--- config.mk ---
export PLATFORM = sky130hd
export DESIGN_NAME = keystream_byte_decrypt_checksum_core
export DESIGN_NICKNAME = d
export VERILOG_FILES = /design/src/sv/kbdc_pkg.sv /design/src/sv/keystream_byte_decrypt_checksum_core.sv
export VERILOG_INCLUDE_DIRS = /design/src /design/src/sv
export SDC_FILE = /design/constraint.sdc
export NUM_CORES = 1
export LEC_CHECK = 0
export ABC_AREA = 1
export BUFFER_PORTS_ARGS = -buffer_cell sky130_fd_sc_hd__buf_2
export CAP_MARGIN = 10
export CORE_MARGIN = 5
export CORE_UTILIZATION = 67
export DETAILED_ROUTE_END_ITERATION = 8
export GPL_ROUTABILITY_DRIVEN = 0
export PLACE_DENSITY = 0.87
export RECOVER_POWER = 100
export SYNTH_ARGS = -nofsm -noshare
export SYNTH_HDL_FRONTEND = slang
export SYNTH_SLANG_ARGS = --single-unit
--- constraint.sdc ---
create_clock -name clk -period 9.71 [get_ports clk]
set_input_delay 1.942 -clock clk [delete_from_list [all_inputs] [get_ports clk]]
set_output_delay 1.942 -clock clk [all_outputs]
set_load 0.01 [all_outputs]
--- src/sv/keystream_byte_decrypt_checksum_core_defines.svh ---
// Assertion macros shared by the keystream decrypt checksum core.
`ifndef KEYSTREAM_BYTE_DECRYPT_CHECKSUM_CORE_DEFINES_SVH
`define KEYSTREAM_BYTE_DECRYPT_CHECKSUM_CORE_DEFINES_SVH

// Same-cycle implication, sampled on clk and disabled during reset.
`define KBDC_ASSERT_NOW(lbl, ante, cons, msg) \
    lbl: assert property (@(posedge clk) disable iff (!rst_n) (ante) |-> (cons)) \
        else $error(msg);

// Next-cycle implication, sampled on clk and disabled during reset.
`define KBDC_ASSERT_NEXT(lbl, ante, cons, msg) \
    lbl: assert property (@(posedge clk) disable iff (!rst_n) (ante) |=> (cons)) \
        else $error(msg);

`endif

--- src/sv/kbdc_pkg.sv ---
// Types, codes and method tables for the keystream decrypt checksum core.
`timescale 1ns / 1ps

package kbdc_pkg;

    // Number of built-in keystream methods.
    localparam logic [2:0] NUM_METHODS = 3'd5;

    // Function codes of an input item.
    localparam logic [1:0] FUNC_START = 2'd0;
    localparam logic [1:0] FUNC_BYTE  = 2'd1;
    localparam logic [1:0] FUNC_CHECK = 2'd2;

    // Kind codes of a result item.
    localparam logic KIND_PLAIN   = 1'b0;
    localparam logic KIND_VERDICT = 1'b1;

    // Method codes.
    localparam logic [2:0] METHOD_0 = 3'd0;
    localparam logic [2:0] METHOD_1 = 3'd1;
    localparam logic [2:0] METHOD_2 = 3'd2;
    localparam logic [2:0] METHOD_3 = 3'd3;
    localparam logic [2:0] METHOD_4 = 3'd4;

    typedef struct packed {
        logic [1:0]  func;
        logic [31:0] key_word;
        logic [31:0] check_word;
        logic [7:0]  cipher_byte;
    } req_item_t;

    typedef struct packed {
        logic       kind;
        logic [7:0] plain_byte;
        logic       check_ok;
    } rsp_item_t;

    // Key mask of each method.
    function automatic logic [31:0] method_mask(input logic [2:0] m);
        logic [31:0] r;
        case (m)
            METHOD_1: r = 32'h91B2A2D1;
            METHOD_2: r = 32'h4A7C1B87;
            METHOD_3: r = 32'hF93941E6;
            METHOD_4: r = 32'hFD095E94;
            default:  r = 32'h4C358938;
        endcase
        return r;
    endfunction

    // Low-half adder constant of each method.
    function automatic logic [15:0] method_low_add(input logic [2:0] m);
        logic [15:0] r;
        case (m)
            METHOD_1: r = 16'h7D14;
            METHOD_2: r = 16'h1A82;
            METHOD_3: r = 16'h02BB;
            METHOD_4: r = 16'hE09C;
            default:  r = 16'h62E9;
        endcase
        return r;
    endfunction

    // High-half adder constant of each method.
    function automatic logic [15:0] method_high_add(input logic [2:0] m);
        logic [15:0] r;
        case (m)
            METHOD_1: r = 16'hA26B;
            METHOD_2: r = 16'hF03C;
            METHOD_3: r = 16'h7B12;
            METHOD_4: r = 16'h4E8F;
            default:  r = 16'h3619;
        endcase
        return r;
    endfunction

endpackage

--- src/sv/keystream_byte_decrypt_checksum_core.sv ---
// Top level of the keystream byte decryptor with running checksum check.
//
//   channel | direction | handshake               | payload
//   --------+-----------+-------------------------+-----------------------------
//   req     | in        | req_valid / req_ready   | kbdc_pkg::req_item_t
//   rsp     | out       | rsp_valid / rsp_ready   | kbdc_pkg::rsp_item_t
//   cfg     | in        | cfg_valid / cfg_ready   | cfg_data, method select
//
// An item is taken into the input register, and once the result register is free the
// keystream generator, byte decrypt and checksum update run in one pass into the result
// register; byte and checksum items each give a result, and one item is taken every
// cycle while the result side is not stalled.
// The single generator step is the longest path: a five-term 16-bit add.
// Reset clears the generator, toggle, sums, method and both valid flags.
// A result that waits on rsp_ready holds the input register, which stalls req.
`timescale 1ns / 1ps
`include "keystream_byte_decrypt_checksum_core_defines.svh"

module keystream_byte_decrypt_checksum_core (
    input  logic                clk,
    input  logic                rst_n,
    input  logic                req_valid,
    output logic                req_ready,
    input  kbdc_pkg::req_item_t req,
    output logic                rsp_valid,
    input  logic                rsp_ready,
    output kbdc_pkg::rsp_item_t rsp,
    input  logic                cfg_valid,
    output logic                cfg_ready,
    input  logic [2:0]          cfg_data
);

    // Input register and control state.
    logic                s1_valid_reg;
    kbdc_pkg::req_item_t s1_reg;
    logic [2:0]          method_reg;
    logic [31:0]         seed_reg;
    logic [31:0]         seed_next;
    logic                toggle_reg;
    logic                toggle_next;
    logic [7:0]          last_key_reg;
    logic [7:0]          last_key_next;
    logic [15:0]         sum_plain_reg;
    logic [15:0]         sum_plain_next;
    logic [15:0]         sum_rot_reg;
    logic [15:0]         sum_rot_next;
    logic                rsp_valid_reg;
    logic                rsp_valid_next;
    kbdc_pkg::rsp_item_t rsp_reg;
    kbdc_pkg::rsp_item_t rsp_next;

    logic                out_free;
    logic                s1_fire;

    // Generator signals.
    logic                cm;
    logic                dm;
    logic [15:0]         hi_sh;
    logic [15:0]         lo_sh;
    logic [15:0]         key_hi;
    logic [15:0]         key_lo;
    logic [31:0]         seed_step;

    // Byte and checksum signals.
    logic [7:0]          plain;
    logic [15:0]         rot_top;
    logic [15:0]         c1;
    logic [15:0]         c2;

    // Terms used by the checks.
    logic                byte_fire;
    logic                start_fire;
    logic                plain_out;
    logic                state_clear;

    // Handshake control.
    assign out_free  = !rsp_valid_reg || rsp_ready;
    assign s1_fire   = s1_valid_reg && out_free;
    assign req_ready = !s1_valid_reg || out_free;
    assign cfg_ready = 1'b1;
    assign rsp_valid = rsp_valid_reg;
    assign rsp       = rsp_reg;

    // One generator step; carry terms are sign masks of seed bits.
    always_comb
    begin
        cm     = seed_reg[31];
        dm     = seed_reg[23];
        hi_sh  = cm ? 16'hFFFF : {seed_reg[22:8], 1'b0};
        lo_sh  = dm ? 16'hFFFF : {seed_reg[6:0], 9'b0};
        key_lo = lo_sh + seed_reg[15:0] + kbdc_pkg::method_low_add(method_reg);
        key_hi = hi_sh + seed_reg[31:16] + {16{cm}}
                 + kbdc_pkg::method_high_add(method_reg) + {16{dm}};
        seed_step = {key_hi + {16{key_lo[15]}}, key_lo};
    end

    // Start, decrypt, checksum update and verdict for the item in the input register.
    always_comb
    begin
        seed_next      = seed_reg;
        toggle_next    = toggle_reg;
        last_key_next  = last_key_reg;
        sum_plain_next = sum_plain_reg;
        sum_rot_next   = sum_rot_reg;
        rsp_valid_next = rsp_valid_reg && !rsp_ready;
        rsp_next       = rsp_reg;
        plain          = 8'd0;
        rot_top        = {{12{sum_rot_reg[15]}}, sum_rot_reg[15:12]};
        c1             = s1_reg.check_word[31:16] ^ key_hi;
        c2             = s1_reg.check_word[15:0] - key_hi;
        if (s1_fire)
        begin
            rsp_valid_next = 1'b0;
            case (s1_reg.func)
                kbdc_pkg::FUNC_START:
                begin
                    seed_next      = s1_reg.key_word ^ kbdc_pkg::method_mask(method_reg);
                    toggle_next    = 1'b0;
                    last_key_next  = 8'd0;
                    sum_plain_next = 16'd0;
                    sum_rot_next   = 16'd0;
                end
                kbdc_pkg::FUNC_BYTE:
                begin
                    if (toggle_reg)
                    begin
                        plain = s1_reg.cipher_byte - last_key_reg;
                    end
                    else
                    begin
                        seed_next     = seed_step;
                        last_key_next = key_hi[7:0];
                        plain         = s1_reg.cipher_byte ^ key_hi[7:0];
                    end
                    toggle_next         = !toggle_reg;
                    sum_plain_next      = sum_plain_reg + {8'd0, plain};
                    sum_rot_next        = {sum_rot_reg[11:0], 4'd0} + rot_top + {8'd0, plain};
                    rsp_valid_next      = 1'b1;
                    rsp_next.kind       = kbdc_pkg::KIND_PLAIN;
                    rsp_next.plain_byte = plain;
                    rsp_next.check_ok   = 1'b0;
                end
                kbdc_pkg::FUNC_CHECK:
                begin
                    seed_next           = seed_step;
                    rsp_valid_next      = 1'b1;
                    rsp_next.kind       = kbdc_pkg::KIND_VERDICT;
                    rsp_next.plain_byte = 8'd0;
                    rsp_next.check_ok   = (c1 == sum_plain_reg) && (c2 == sum_rot_reg);
                end
                default:
                begin
                    rsp_valid_next = 1'b0;
                end
            endcase
        end
    end

    // Control state and valid flags.
    always_ff @(posedge clk or negedge rst_n)
    begin
        if (!rst_n)
        begin
            s1_valid_reg  <= 1'b0;
            method_reg    <= kbdc_pkg::METHOD_0;
            seed_reg      <= 32'd0;
            toggle_reg    <= 1'b0;
            last_key_reg  <= 8'd0;
            sum_plain_reg <= 16'd0;
            sum_rot_reg   <= 16'd0;
            rsp_valid_reg <= 1'b0;
        end
        else
        begin
            if (req_ready)
            begin
                s1_valid_reg <= req_valid;
            end
            if (cfg_valid && (cfg_data < kbdc_pkg::NUM_METHODS))
            begin
                method_reg <= cfg_data;
            end
            seed_reg      <= seed_next;
            toggle_reg    <= toggle_next;
            last_key_reg  <= last_key_next;
            sum_plain_reg <= sum_plain_next;
            sum_rot_reg   <= sum_rot_next;
            rsp_valid_reg <= rsp_valid_next;
        end
    end

    // Payload registers.
    always_ff @(posedge clk)
    begin
        if (req_valid && req_ready)
        begin
            s1_reg <= req;
        end
        rsp_reg <= rsp_next;
    end

    // Conditions watched by the checks below.
    assign byte_fire   = s1_fire && (s1_reg.func == kbdc_pkg::FUNC_BYTE);
    assign start_fire  = s1_fire && (s1_reg.func == kbdc_pkg::FUNC_START);
    assign plain_out   = rsp_valid_reg && (rsp_reg.kind == kbdc_pkg::KIND_PLAIN);
    assign state_clear = !toggle_reg && (sum_plain_reg == 16'd0)
                         && (sum_rot_reg == 16'd0) && !rsp_valid_reg;

    // Checks on the block's own logic.
    `KBDC_ASSERT_NOW(a_method_range, 1'b1, method_reg < kbdc_pkg::NUM_METHODS, "bad method")
    `KBDC_ASSERT_NEXT(a_byte_gives_plain, byte_fire, plain_out, "byte item gave no plain result")
    `KBDC_ASSERT_NEXT(a_start_clears, start_fire, state_clear, "start item did not clear state")

endmodule

# After elaboration in Yosys (flattened, before gate mapping)
# Index checks and enable logic that the tools add are counted.
[word_totals]
wordCells = 80
latch_bits = 0
ram_bits = 0
out_inout_bits = 13
regBits = 162
rom_bits = 0
memories = 0
inputBits = 82
[classes]
eq_ne = 9
n_mux = 20
order_cmp = 1
shift = 0
bitwise_logic = 3
addsub = 12
n_reduce_logical = 20
multipliers = 0
div_mod_pow = 0
[op_table]
columns = ["op", "count"]
rows = [
  ["$add A16 B16 Y16", 8],
  ["$pmux W16 S4", 2],
  ["$pmux W32 S4", 1],
  ["$mux W32", 3],
  ["$pmux W32 S3", 1],
  ["$pmux W16 S2", 2],
  ["$add A16 B8 Y16", 2],
  ["$eq A16 B16 Y1", 2],
  ["$mux W16", 2],
  ["$mux W8", 4],
  ["$xor A32 B32 Y32", 1],
  ["$pmux W10 S2", 1],
  ["$pmux W8 S2", 1],
  ["$sub A16 B16 Y16", 1],
  ["$xor A16 B16 Y16", 1],
  ["$sub A8 B8 Y8", 1],
  ["$xor A8 B8 Y8", 1],
  ["$eq A3 B2 Y1 const B", 2],
  ["$reduce_and A3 Y1", 2],
  ["$logic_and A1 B1 Y1", 5],
  ["$logic_not A1 Y1", 4],
  ["$reduce_and A2 Y1", 2],
  ["$reduce_bool A2 Y1", 2],
  ["$eq A3 B1 Y1 const B", 1],
  ["11 further kinds", 13],
]

# Longest topological paths before layout
# Gate-level depths: netlist of run 1.
[logic_depth]
word_depth = 11
mapped_depth = 34
mapped_depth_nobuf = 34

# Worst setup path after synthesis of run 1
# No wires, ideal clock.
[synth_timing]
kind = "register to register"
startpoint = "register seed_reg[23]"
endpoint = "register sum_rot_reg[14]"
synth_period_minus_slack_ps = 6101
setup_ps = 132
setup_slack_ps = 3609
arrival_time_ps = 5969
n_path_buf = 0
required_time_ps = 9578
path_stages_with_launch = 31
path_cell_list = "dfrtp_1 > inv_1 > fa_1 > inv_1 > fa_1 > inv_1 > fa_1 > inv_1 > ha_1 > a21oi_2 > o21a_1 > nand3_1 > nand2_4 > inv_1 > or2_2 > nand3_1 > nand2_1 > fa_1 > inv_1 > ha_1 > a21oi_1 > o21ai_0 > nand2_1 > o2111ai_1 > nand2_1 > inv_1 > nor2_1 > inv_1 > a21oi_1 > xor2_1 > o31ai_1"
[synth_between]
elab_chain_cells = 10
[synth_lines]
columns = ["element", "line", "rtl"]
rows = [
  ["from (decl)", "keystream_byte_decrypt_checksum_core.sv:37", "logic [31:0] seed_reg;"],
  ["from (signal assigned)", "keystream_byte_decrypt_checksum_core.sv:183", "seed_reg <= seed_next;"],
  ["$add A16 B16 Y16 (2 in a row)", "keystream_byte_decrypt_checksum_core.sv:92", "key_hi = hi_sh + seed_reg[31:16] + {16{cm}}"],
  ["$add A16 B16 Y16", "keystream_byte_decrypt_checksum_core.sv:93", "+ kbdc_pkg::method_high_add(method_reg) + {16{dm}};"],
  ["$add A16 B16 Y16 (*)", "keystream_byte_decrypt_checksum_core.sv:93", ""],
  ["$xor A8 B8 Y8 (*)", "keystream_byte_decrypt_checksum_core.sv:133", "plain = s1_reg.cipher_byte ^ key_hi[7:0];"],
  ["$mux W8 (*)", "keystream_byte_decrypt_checksum_core.sv:125", "if (toggle_reg)"],
  ["$mux W8 (*)", "keystream_byte_decrypt_checksum_core.sv:114", "case (s1_reg.func)"],
  ["$mux W8 (*)", "keystream_byte_decrypt_checksum_core.sv:111", "if (s1_fire)"],
  ["$add A16 B8 Y16 (*)", "keystream_byte_decrypt_checksum_core.sv:137", "sum_rot_next = {sum_rot_reg[11:0], 4'd0} + rot_top + {8'd0, plain};"],
  ["$pmux W16 S2 (*)", "keystream_byte_decrypt_checksum_core.sv:114", ""],
  ["to (signal assigned)", "keystream_byte_decrypt_checksum_core.sv:187", "sum_rot_reg <= sum_rot_next;"],
  ["to (decl)", "keystream_byte_decrypt_checksum_core.sv:45", "logic [15:0] sum_rot_reg;"],
]
# Mark *: on every way between the ends. The rest lies on a longest branch, timed or not. The select of a mux whose other input is x is not followed.
# A chain may end at the register's enable or synchronous reset.

# Worst setup path after layout of run 1
[layout_timing]
startpoint = "register method_reg[0]"
endpoint = "register seed_reg[26]"
[layout_between]
elab_chain_cells = 7
elab_cells_between_ends = 16
classes_between = "add/sub (4); eq/ne (4); mux (7); bitwise (1)"
[layout_lines]
columns = ["element", "line", "rtl"]
rows = [
  ["from (decl)", "keystream_byte_decrypt_checksum_core.sv:36", "logic [2:0] method_reg;"],
  ["from (signal assigned)", "keystream_byte_decrypt_checksum_core.sv:165", "method_reg <= kbdc_pkg::METHOD_0;"],
  ["from (signal assigned)", "keystream_byte_decrypt_checksum_core.sv:181", "method_reg <= cfg_data;"],
  ["$eq A3 B3 Y1, or another cell as far along", "kbdc_pkg.sv:41, kbdc_pkg.sv:54, kbdc_pkg.sv:67", ""],
  ["$pmux W16 S4", "kbdc_pkg.sv:67", "case (m)"],
  ["$add A16 B16 Y16 (2 in a row)", "keystream_byte_decrypt_checksum_core.sv:93", ""],
  ["$add A16 B16 Y16", "keystream_byte_decrypt_checksum_core.sv:94", "seed_step = {key_hi + {16{key_lo[15]}}, key_lo};"],
  ["$mux W32", "keystream_byte_decrypt_checksum_core.sv:125", ""],
  ["$pmux W32 S3 (*)", "keystream_byte_decrypt_checksum_core.sv:114", ""],
]
# Marked as above.

==> results_dict.tcl, run 1 <==
set metrics [dict create \
    status "finished, violations left" \
    violations "max-capacitance violations, max-slew violations" \
    dpl_cell_area_um2 13900 \
    start_util_pct 67.7 \
    overflow 0 \
    cts-buffers-inserted 17 \
    place_ws_ns 2.74 \
    hold_start "seed_reg[27]" \
    slew_headroom_pct -164 \
    tns_ns 0 \
    top_usage_layer "met2" \
    grt_pass1_wl_mm 56.9 \
    final_cell_mix "288 x nand2_1, 268 x inv_1, 129 x nor2_1, 116 x ha_1, 105 x a21oi_1" \
    ys_seq_area_share_pct 34.1 \
    hpwl_mm 26.1 \
    synth_edf_count 84 \
    cts_sinks 162 \
    synthFlopType "edfxtp_1" \
    cap_violations 3 \
    grt_use_met3_pct 5.88 \
    final_hold_viol_count 0 \
    postCtsSetupBuffers 0 \
    cts_resized 0 \
    grt_usage_pct 32.5 \
    antenna_cells 0 \
    path_clk_slew_ns 0.07 \
    coreArea_um2 19400 \
    synthDistinctLibCells 60 \
    critPathArrivalTime_ns 7.91 \
    synth_xor_area_share_pct 6.94 \
    syn_inst 1550 \
    avgRoutedWirePerCell_um 18.1 \
    syn_area_per_cell_um2 8.47 \
    vias_per_cell 5.85 \
    setup_ws_ns 2.05 \
    cp_max_fo 19 \
    clock_path_buffers 2 \
    die_y_um 150 \
    slew_violations 170 \
    largest_register_ffs 74 \
    worst_path_most_repeated_cell "nand2_1" \
    synth_seq_cells 162 \
    required_ns 9.96 \
    syn_nets 1807 \
    synth_compound_area_share_pct 11.8 \
    ios 95 \
    max_stage_delay_ns 0.78 \
    cts_tree "done" \
    syn_to_final_growth_pct 9.34 \
    cts_hold_buf 0 \
    r2r-start "method_reg[0]" \
    final_common_cell "nand2_1" \
    synth_top_family_by_area "adder cells" \
    setup_viol 0 \
    worst_slew_pin_slew_ns 3.96 \
    synth_area_um2 13100 \
    antenna_left 0 \
    fin_worst_skew_ns 0.0110 \
    synth_warnings 0 \
    synthMuxAreaShare_pct 0 \
    crit_path_end_kind "flip-flop" \
    post-route-util_pct 74.0 \
    drt-total-wl_mm 34.8 \
    io_buffers 93 \
    crit_start "method_reg[0]" \
    fmax_mhz 131 \
    htreeDepth 4 \
    cp_slowest_cell "nand2_1" \
    synthArstFlopShare_pct 48.1 \
    yosys.area_share.simple_pct 18.5 \
    drive_gt1_share_pct 9.46 \
    period_needed_ns 7.66 \
    die_x_um 150 \
    rsz0062_at_grt "no" \
    root_buffer "clkbuf_16" \
    antenna_found_initial 0 \
    regToRegSetupSlack_ns 2.05 \
    synth_fa_ha_area_share_pct 20.0 \
    grt_pass1_vias 11500 \
    grt_max_degree 75 \
    nets 1903 \
    vias 11300 \
    fin_area_um2 14400 \
    first_pass_iters 6 \
    drt_iter0_drc 1277 \
    finalCritPeriodShare_pct 78.9 \
    worst-setup-path-type "reg -> reg" \
    die_area_um2 22500 \
    clock_latency_ns 0.45 \
    rows 51 \
    hp-class "reg -> reg" \
    start_kind "flip-flop" \
    grt_use_met1_pct 40.6 \
    drc 0 \
    use_met2_pct 54.5 \
]
[stage by stage]
step | hold slack, ns | std cells
final | 0.524 | 1924
after floorplan | 0.489 | 1550
after CTS | 0.528 | 1924
after detailed placement | 0.513 | 1892
after global placement | 0.508 | 1892
after global routing | 0.552 | 1924
[worst paths after layout]
check                                      end  cells after the start
worst max-delay path              seed_reg[26]                     33
worst min-delay path              seed_reg[27]                      2
worst max register to register    seed_reg[26]                     33
worst min register to register    seed_reg[27]                      2
max in group asynchronous       sum_rot_reg[6]                      2
min in group asynchronous          seed_reg[7]                      1
[area by class of cell]
type | count | area (um2)
clock buffer | 18 | 429
clock inverter | 14 | 143
fill | 1374 | 5040
inverter | 276 | 1040
multi-input combinational | 1088 | 7450
sequential | 162 | 4470
tap | 265 | 332
timing repair buffer | 101 | 489
[critical path: cells and delay by family, from the launching register on]
family,cells,cell delay (ns)
compound gates,6,1.05
flops,1,0.44
simple gates,16,3.44
buf+inv,7,0.79
fa+ha+maj,4,1.71
[cell usage after synthesis (4+ instances only)]
cell type / n / share of area, %
xor2_2: 4 / 0.50
nand2_2: 10 / 0.48
nand3b_1: 6 / 0.34
a21o_1: 5 / 0.29
nand2_1: 280 / 8.0
nand3_1: 69 / 2.6
a21oi_1: 104 / 4.0
nor2_2: 4 / 0.19
inv_2: 7 / 0.20
o22ai_1: 15 / 0.71
edfxtp_1: 84 / 19
clkbuf_1: 18 / 0.51
xnor2_1: 34 / 2.3
nand2_4: 6 / 0.51
nor2_1: 129 / 3.7
a31oi_1: 16 / 0.76
o21bai_1: 8 / 0.46
xnor3_1: 5 / 0.86
nand4_1: 15 / 0.71
nor3_1: 10 / 0.38
a22o_1: 4 / 0.27
dfrtp_1: 78 / 15
xor2_1: 46 / 3.1
fa_1: 59 / 9.0
or2_2: 8 / 0.38
inv_1: 267 / 7.6
a21oi_2: 5 / 0.33
ha_1: 116 / 11
o21ai_0: 90 / 3.4
[per-layer routing]
layer | routed length (um) | vias up
met5 | 0 | -
met4 | 1770 | 0
met3 | 2880 | 149
met2 | 16900 | 563
met1 | 13200 | 5301
li1 | - | 5242
[kinds of logic after synthesis]
family | count (synthesis)
other | 1
DFF | 162
xor gates and xnor gates | 91
AOI/OAI and AO/OA | 272
and+or+nand+nor | 549
buffers and inverters | 300
adders and majority gates | 175
Power of run 1 is not shown: default switching activity piles up to over one toggle a cycle in this logic, so the estimate is an artifact.
==> inputs of run 2 (changes only) <==
--- a/config.mk
+++ b/config.mk
@@ -10,10 +10,10 @@
 export BUFFER_PORTS_ARGS = -buffer_cell sky130_fd_sc_hd__buf_2
 export CAP_MARGIN = 10
 export CORE_MARGIN = 5
-export CORE_UTILIZATION = 67
+export CORE_UTILIZATION = 56
 export DETAILED_ROUTE_END_ITERATION = 8
 export GPL_ROUTABILITY_DRIVEN = 0
-export PLACE_DENSITY = 0.87
+export PLACE_DENSITY = 0.78
 export RECOVER_POWER = 100
 export SYNTH_ARGS = -nofsm -noshare
 export SYNTH_HDL_FRONTEND = slang
==> constraint.sdc (replaced) <==
create_clock -name clk -period 6.23 [get_ports clk]
set_input_delay 1.246 -clock clk [delete_from_list [all_inputs] [get_ports clk]]
set_output_delay 1.246 -clock clk [all_outputs]
set_load 0.01 [all_outputs]
==> results_dict.tcl, run 2 (synthesized netlist as in run 1, its figures left out) <==
set metrics [dict create \
    status "finished, violations left" \
    violations "max-capacitance violations, max-slew violations" \
    grt_usage_pct 26.7 \
    hpwl_mm 26.2 \
    final_common_cell "nand2_1" \
    hold_start "seed_reg[27]" \
    required_ns 6.58 \
    hold_end "seed_reg[27]" \
    die_y_um 163 \
    drt-total-wl_mm 34.7 \
    cp_max_fo 7 \
    grt_max_degree 75 \
    path_clk_slew_ns 0.07 \
    setup_viol 0 \
    fmax_mhz 169 \
    finalCritPeriodShare_pct 95.0 \
    syn_to_final_growth_pct 12.4 \
    antenna_left 0 \
    die_x_um 163 \
    final_cell_mix "279 x nand2_1, 265 x inv_1, 129 x nor2_1, 112 x ha_1, 103 x a21oi_1" \
    regArea_um2 4480 \
    ios 95 \
    overflow 0 \
    multi_input_area_um2 7590 \
    antenna_found_initial 0 \
    whs_path_depth 2 \
    cp_slowest_cell "fa_1" \
    r2r-start "seed_reg[31]" \
    htreeDepth 4 \
    nets 1919 \
    tns_ns 0 \
    slew_violations 224 \
    coreArea_um2 23300 \
    reg2reg_to "sum_rot_reg[14]" \
    fillerInstances 1948 \
    vias 11200 \
    clock_path_buffers 2 \
    grt_pass1_wl_mm 56.0 \
    start_util_pct 56.5 \
    hold_ws_ns 0.520 \
    cap_violations 5 \
    vias_per_cell 5.61 \
    drive_gt1_share_pct 12.2 \
    drt_iter0_drc 1028 \
    critPathArrivalTime_ns 6.27 \
    io_buffers 93 \
    fin_worst_skew_ns 0.0136 \
    largest_register_ffs 74 \
    cts-buffers-inserted 17 \
    crit_path_end_kind "flip-flop" \
    max_stage_delay_ns 0.55 \
    cts_tree "done" \
    antenna_cells 0 \
    period_needed_ns 5.92 \
    die_area_um2 26600 \
    cts_sinks 162 \
    reg2regPathDepth 32 \
    final_hold_viol_count 0 \
    hp-class "reg -> reg" \
    start_kind "flip-flop" \
    slew_headroom_pct -172 \
    avgRoutedWirePerCell_um 17.4 \
    drc 0 \
    rows 56 \
    cts_hold_buf 0 \
    regToRegSetupSlack_ns 0.31 \
    root_buffer "clkbuf_16" \
    clock_latency_ns 0.45 \
    worst_path_most_repeated_cell "inv_1" \
    worst-setup-path-type "reg -> reg" \
    grt_pass1_vias 11200 \
    worst_slew_pin_slew_ns 4.08 \
    first_pass_iters 7 \
]
## run 2: routing by layer
metal / track usage [%] / wire (um)
met3: 3.89 / 2510
met1: 34.1 / 13900
met4: 12.0 / 1500
met5: 0 / 0
met2: 45.1 / 16800
## run 2: critical path, delay by kind of cell (launching register included)
| kind | cells | cell delay [ns] |
|---|---|---|
| buffers and inverters | 9 | 0.71 |
| adder cells (fa/ha/maj) | 6 | 2.60 |
| AO/OA/AOI/OAI | 3 | 0.36 |
| flip-flops | 1 | 0.42 |
| XOR/XNOR | 1 | 0.15 |
| AND/OR/NAND/NOR | 13 | 1.60 |
## run 2: how the worst max path moves through the flow
stage / from / endpoint / slack (ns) / depth (start not counted)
after floorplan: seed_reg[23] / sum_rot_reg[14] / 0.13 / 30
after global placement: seed_reg[31] / sum_rot_reg[14] / 0.29 / 32
after detailed placement: seed_reg[31] / sum_rot_reg[14] / 0.11 / 32
after CTS: seed_reg[31] / sum_rot_reg[14] / 0.07 / 32
after global routing: seed_reg[31] / sum_rot_reg[15] / -0.04 / 28
final: seed_reg[31] / sum_rot_reg[14] / 0.31 / 32
## run 2: cell type report
class | count | area share (%)
multi-input cells | 1088 | 51.4
clock buffers | 17 | 2.88
flip-flops and latches | 162 | 30.3
repair buffers | 117 | 4.16
well taps | 319 | 2.70
inverters | 276 | 7.08
clock inverters | 15 | 1.41
## run 2: repair_timing
action / 4_1_cts / 5_1_grt
gates resized for setup: 0 / 19
endpoints found under the setup margin: 0 / 8
setup buffers: 0 / 4
## run 2: stage by stage
stage	instance area (um2)	util, %	worst slack [ns]	std cells
global route	14800	63.5	-0.0441	1994
CTS	14700	63.1	0.0701	1990
finish	14800	63.5	0.311	1994
global placement	14100	60.4	0.293	1958
floorplan	13100	-	0.129	1550
detailed placement	14100	60.4	0.114	1958
Power of run 2 is left out for the same reason.
==> inputs of run 3 (changes only) <==
--- a/config.mk
+++ b/config.mk
@@ -14,7 +14,7 @@
 export DETAILED_ROUTE_END_ITERATION = 8
 export GPL_ROUTABILITY_DRIVEN = 0
 export PLACE_DENSITY = 0.78
-export RECOVER_POWER = 100
+export RECOVER_POWER = 25
 export SYNTH_ARGS = -nofsm -noshare
 export SYNTH_HDL_FRONTEND = slang
 export SYNTH_SLANG_ARGS = --single-unit
==> results_dict.tcl, run 3 (synthesized netlist as in run 1, its figures left out) <==
set metrics [dict create \
    ios 95 \
    worst_path_most_repeated_cell "inv_1" \
    fin_worst_skew_ns 0.0127 \
    critPathArrivalTime_ns 6.29 \
    fmax_mhz 169 \
    final_cell_mix "279 x nand2_1, 264 x inv_1, 129 x nor2_1, 112 x ha_1, 103 x a21oi_1" \
    first_pass_iters 8 \
    vias_per_cell 5.58 \
    required_ns 6.58 \
    die_x_um 163 \
    path_clk_slew_ns 0.07 \
    slew_violations 34 \
    start_kind "flip-flop" \
    final_hold_viol_count 0 \
    antenna_found_initial 0 \
    clock_path_buffers 2 \
    violations "max-capacitance violations, max-slew violations" \
    place_ws_ns 0.114 \
    drc 0 \
    start_util_pct 56.5 \
    clock_latency_ns 0.45 \
    avgRoutedWirePerCell_um 17.4 \
    cts_hold_buf 0 \
    io_buffers 93 \
    cp_slowest_cell "fa_1" \
    overflow 0 \
    cap_violations 1 \
    crit_path_end_kind "flip-flop" \
    vias 11100 \
    nets 1919 \
    drive_gt1_share_pct 13.3 \
    setup_ws_ns 0.299 \
    rows 56 \
    final_common_cell "nand2_1" \
    syn_to_final_growth_pct 12.7 \
    period_needed_ns 5.93 \
    status "finished, violations left" \
    hp-class "reg -> reg" \
    die_area_um2 26600 \
    hpwl_mm 26.2 \
    slew_headroom_pct -49.4 \
    grt_max_degree 75 \
    setup_viol 0 \
    grt_pass1_vias 11200 \
    die_y_um 163 \
    grt_usage_pct 26.7 \
    largest_register_ffs 74 \
    post-route-util_pct 63.6 \
    worst_slew_pin_slew_ns 2.24 \
    finalCritPeriodShare_pct 95.2 \
    cp_max_fo 7 \
    max_stage_delay_ns 0.55 \
    root_buffer "clkbuf_16" \
    htreeDepth 4 \
    antenna_left 0 \
    grt_pass1_wl_mm 56.0 \
    drt-total-wl_mm 34.6 \
    cts_sinks 162 \
    coreArea_um2 23300 \
    worst-setup-path-type "reg -> reg" \
    drt_iter0_drc 1090 \
    antenna_cells 0 \
    cts_tree "done" \
    cts-buffers-inserted 17 \
]
## run 3: stage by stage
stage                     cell area (um2)  setup TNS (ns)  std cells  hold WS [ns]
after floorplan                     13100               0       1550         0.489
after global placement              14100               0       1958         0.509
after detailed placement            14100               0       1958         0.507
after CTS                           14700               0       1990         0.523
after global routing                14800         -0.0843       1994         0.547
final                               14800               0       1994         0.520
## run 3: worst max-delay path: cells and delay by family, from the launching register on
family / cells / cell delay [ns]
adder cells (fa/ha/maj): 6 / 2.59
XOR/XNOR: 1 / 0.15
flip-flops: 1 / 0.42
AO/OA/AOI/OAI: 3 / 0.36
buffers and inverters: 9 / 0.71
AND/OR/NAND/NOR: 13 / 1.60
## run 3: repair_timing
action,CTS,global route
setup buffers,0,4
endpoints found under the setup margin,0,8
hold endpoints to repair,0,0
resized for setup,0,19
## run 3: cell type report
class / instances / area, um2
clock inverters: 15 / 208
repair buffers: 117 / 644
flip-flops and latches: 162 / 4480
clock buffers: 17 / 425
multi-input cells: 1088 / 7590
well taps: 319 / 399
fillers: 1931 / 8470
inverters: 276 / 1050
## run 3: worst paths after layout
| check | from | end | slack, ns | cells after the start |
|---|---|---|---|---|
| max | seed_reg[31] | sum_rot_reg[14] | 0.30 | 32 |
| min | seed_reg[27] | seed_reg[27] | 0.52 | 2 |
| max reg2reg | seed_reg[31] | sum_rot_reg[14] | 0.30 | 32 |
| min reg2reg | seed_reg[27] | seed_reg[27] | 0.52 | 2 |
| max in group asynchronous | rst_n | seed_reg[23] | 3.05 | 2 |
| min in group asynchronous | rst_n | sum_rot_reg[9] | 1.45 | 1 |
## run 3: metal layers
metal / vias up / track usage (%) / part of all wire [%]
met5: - / 0 / 0
met4: 0 / 12.0 / 4.1
met3: 109 / 3.89 / 7.0
met2: 473 / 45.1 / 49
met1: 5280 / 34.1 / 40
li1: 5273 / - / -
Power of run 3 is left out for the same reason.
